===== config.mk =====
export PLATFORM = sky130hd
export DESIGN_NAME = blca_ram
export DESIGN_NICKNAME = d
export VERILOG_FILES = /design/src/hdl/binary_lifting_lca_core_defines.svh /design/src/hdl/blca_ram.sv
export SDC_FILE = /design/constraint.sdc
export NUM_CORES = 1
export LEC_CHECK = 0
export BUFFER_PORTS_ARGS = -buffer_cell sky130_fd_sc_hd__buf_4
export CELL_PAD_IN_SITES_DETAIL_PLACEMENT = 0
export CELL_PAD_IN_SITES_GLOBAL_PLACEMENT = 1
export CORE_ASPECT_RATIO = 1.2
export CORE_MARGIN = 10
export CORE_UTILIZATION = 55
export CTS_BUF_LIST = sky130_fd_sc_hd__clkbuf_4
export DETAILED_ROUTE_END_ITERATION = 10
export PLACE_DENSITY_LB_ADDON = 0.05
export SLEW_MARGIN = 30
export SYNTH_ARGS = -nofsm -noshare
export SYNTH_HDL_FRONTEND = slang
export SYNTH_SLANG_ARGS = --single-unit
export TNS_END_PERCENT = 100

===== constraint.sdc =====
create_clock -name clk -period 3.5 [get_ports clk]
set_input_delay 0.35 -clock clk [delete_from_list [all_inputs] [get_ports clk]]
set_output_delay 0.35 -clock clk [all_outputs]
set_load 0.01 [all_outputs]

===== src/hdl/binary_lifting_lca_core_defines.svh =====
// Assertion macros for the binary lifting LCA core.
`ifndef BINARY_LIFTING_LCA_CORE_DEFINES_SVH
`define BINARY_LIFTING_LCA_CORE_DEFINES_SVH
`ifndef NO_ASSERTIONS
`define BL_ASSERT_IMPL(lbl, a, c) \
	lbl: assert property (@(posedge clk) disable iff (!arst_n) (a) |-> (c)) \
		else $error("lca check failed");
`define BL_ASSERT_NEXT(lbl, a, c) \
	lbl: assert property (@(posedge clk) disable iff (!arst_n) (a) |=> (c)) \
		else $error("lca check failed");
`else
`define BL_ASSERT_IMPL(lbl, a, c)
`define BL_ASSERT_NEXT(lbl, a, c)
`endif
`endif


===== src/hdl/blca_ram.sv =====
// Generic single-port-write, single-port-read RAM with registered read.
module blca_ram #(
	parameter int WIDTH = 8,
	parameter int DEPTH = 16
) (
	input  logic                     clk,
	input  logic                     we,
	input  logic [$clog2(DEPTH)-1:0] waddr,
	input  logic [WIDTH-1:0]         wdata,
	input  logic [$clog2(DEPTH)-1:0] raddr,
	output logic [WIDTH-1:0]         rdata
);
	logic [WIDTH-1:0] mem [DEPTH];
	always_ff @(posedge clk) begin
		if (we) mem[waddr] <= wdata;
		rdata <= mem[raddr];
	end
endmodule


# Word level (Yosys, flattened, before mapping)
# Memories as Yosys holds them, arrays and structs flattened. A register that Yosys moved wholly into a read port is not among the register bits.
# Cells that the tools add are included.
[word_totals] regBits=0 ramBits=128 in_bits=18 output_inout_bits=8 wordCells=3 memories=1
[memory_table] memory="mem" words=16 word_bits=8 read_ports=1 rd_ports_with_merged_regs=1 wr=1 line_no="blca_ram.sv:13" rtl="logic [WIDTH-1:0] mem [DEPTH];"
[op_classes] n_mux=2
[ops] operator="$mux 1" n=2

# Depth between registers and ports, before layout
[depth] ltp_word=2 mapped_depth=5 depth_no_buf=3

# Worst setup path before layout
# OpenSTA, ideal clock, no wires.
[synth_path] path_kind="input -> register" startpoint="input port waddr[2]" endpoint="memory mem[0][0], enable pin" setup_time_ns=0.383 arrival_time_ns=1.460 required_time_ns=3.117 path_slack_ns=1.657 path_stages=2 path_buffers=0 path_cell_list="or3b_2 > nor3_1"
[synth_rtl] element="from (decl)" line_no="blca_ram.sv:8" rtl="input logic [$clog2(DEPTH)-1:0] waddr,"
[synth_rtl] element="to (decl)" line_no="blca_ram.sv:13"
# Straight into the memory's write port.

# Worst setup path after layout
[layout_path] startpoint="input port waddr[2]" endpoint="memory mem[3][3], enable pin"
# Straight into the memory's write port.

==> flow_summary.toml <==
[finish]
final_common_cell = "edfxtp_1"
layout_common_cells = "edfxtp_1 (128), buf_4 (28), mux4_2 (18), clkbuf_4 (18), a22oi_1 (16)"
syn2layout_area_growth_pct = 12.0
antennaDiodeCount = 0
final_util_pct = 63.5
final_nets = 284
fillers = 643
drive_above_1_share_pct = 27.2

[global_routing]
grt_pass1_wl_um = 14500
grt_usage_pct = 14.8
overflow = 0
grt_pass1_vias = 2388
antenna_found_initial = 0
grt_max_degree = 33

[die]
start_util_pct = 56.7
die-area_sq_um = 13600
io_pins = 26
die_h_um = 126
coreArea_sq_um = 9080
placementRows = 38
die-width_um = 108

[clock_tree]
cts_resized = 0
cts_buffer_depth = 2
cts_root_buffer = "clkbuf_4"
clk_latency_ps = 530
cts_setup_buffers = 0
clkTransAtPathRegs_ps = 110
cts_buffers = 17
cts-hold-fix-buffers = 0
cts_tree = "done"
clock_sinks = 136
htreeDepth = 4

[run]
max-cap-violations = 0

[sta]
worst_pin_slew_ps = 914
rsz0062_at_grt = "no"
slew_viol_final = 0
skew_ps = 15.0
post-route-min-period_ps = 1490
fmax_mhz = 670
timing.max_slew.rel_slack_pct = 38.8
hold_viol_final = 0
tns_ps = 0
setup_violations = 0
post-route-period-util_pct = 42.7

[power]
leakagePower_nw = 1.91
peakVddDrop_uv = 308
powerDensity_nw_per_um2 = 551

[detailed_routing]
wl_per_cell_um = 23.7
vias_per_cell = 5.91
route.detailed.drc = 0
wl_um = 9460
first_pass_iters = 4
drtAntennaViolNets = 0
vias = 2360
drt_iter0_markers = 163

[placement]
dp_hpwl_um = 6170
io_buffers = 25
globalplace.congestion = 0.828

[yosys]
syn_nets = 247
syn-cell-area_sq_um = 5150
synth_cells = 229
ys_types = 19
syn_avg_cell_area_sq_um = 22.5
synth_seq_cells = 136
ys_warn_count = 0
ys_seq_area_share_pct = 77.8

[worst_setup_path]
crit_fanout = 8
required_ps = 3650
worstSetupPathType = "primary input to flip-flop"
critPathLaunchType = "primary input"
cp.arrival_ps = 1640
end_kind = "flip-flop"

[hold_path]
min_path_type = "primary input to flip-flop"

[run_status]
status = "complete, no violations"
area by class of cell:
type / count / area (sq um) / area share [%]
Clock buffer: 18 / 135 / 2.34
Clock inverter: 14 / 204 / 3.54
Multi-Input combinational cell: 83 / 1060 / 18.4
Sequential cell: 136 / 4000 / 69.4
Tap cell: 120 / 150 / 2.60
Timing Repair Buffer: 28 / 210 / 3.65
sequential cells by signal, summed over array words and instances (netlist names):
signal and cells:
rdata 8, mem 128
critical path, stage by stage:
cell and delay [ps]:
buf_4 120, or3b_2 510, nor2_1 660
cells in the mapped netlist:
| cell | n | area, sq um |
|---|---|---|
| edfxtp_1 | 128 | 3840 |
| nand3b_1 | 2 | 15.0 |
| nand2_1 | 9 | 33.8 |
| nor3_1 | 4 | 20.0 |
| mux4_2 | 18 | 405 |
| buf_6 | 3 | 33.8 |
| nand3_1 | 1 | 5.00 |
| buf_4 | 1 | 7.51 |
| nor2b_1 | 1 | 6.26 |
| nor2_1 | 13 | 48.8 |
| nand2b_1 | 2 | 12.5 |
| and2b_1 | 1 | 7.51 |
| mux4_1 | 14 | 368 |
| or3b_2 | 1 | 8.76 |
| a22oi_1 | 16 | 120 |
| dfxtp_1 | 8 | 160 |
| and2_1 | 1 | 6.26 |
| buf_2 | 3 | 15.0 |
| clkdlybuf4s25_2 | 3 | 30.0 |
stage by stage:
stage	hold WS, ps	instance area, sq um	instances	total power [mW]	setup slack (ps)
after floorplan	449	5150	229	1.96	1660
after global placement	652	5430	367	2.04	1440
after detailed placement	662	5430	367	2.05	1440
after CTS	85.1	5770	399	3.20	1970
after global routing	97.4	5770	399	3.28	1950
final	125	5770	399	3.18	2010
cells by family after synthesis:
group | synth area share (%)
compound gates | 2.33
flops | 77.8
buf+inv | 1.68
simple gates | 3.18
mux | 15.0
worst paths after layout:
kind,startpoint,cells after the start,slack (ps),to
setup reg to reg,mem[3][7],3,2100,rdata[7]
hold / removal,wdata[2],1,130,mem[9][2]
hold reg to reg,mem[12][6],3,680,rdata[6]
setup / recovery,waddr[2],3,2010,mem[3][3]
per-layer routing:
layer	part of all wire [%]	track usage, %	routed length, um
met1	42	19.2	4000
met2	49	22.0	4640
met3	7.0	5.46	665
met4	1.7	6.06	161
met5	0	0	0
power by group:
| part | leakage [nW] | switching [mW] | internal, mW |
|---|---|---|---|
| registers | 1.22 | 0.0127 | 1.82 |
| clock network | 0.177 | 0.531 | 0.640 |
| logic | 0.508 | 0.0972 | 0.0764 |
| total | 1.91 | 0.641 | 2.53 |
(Power assumes the default switching activity.)
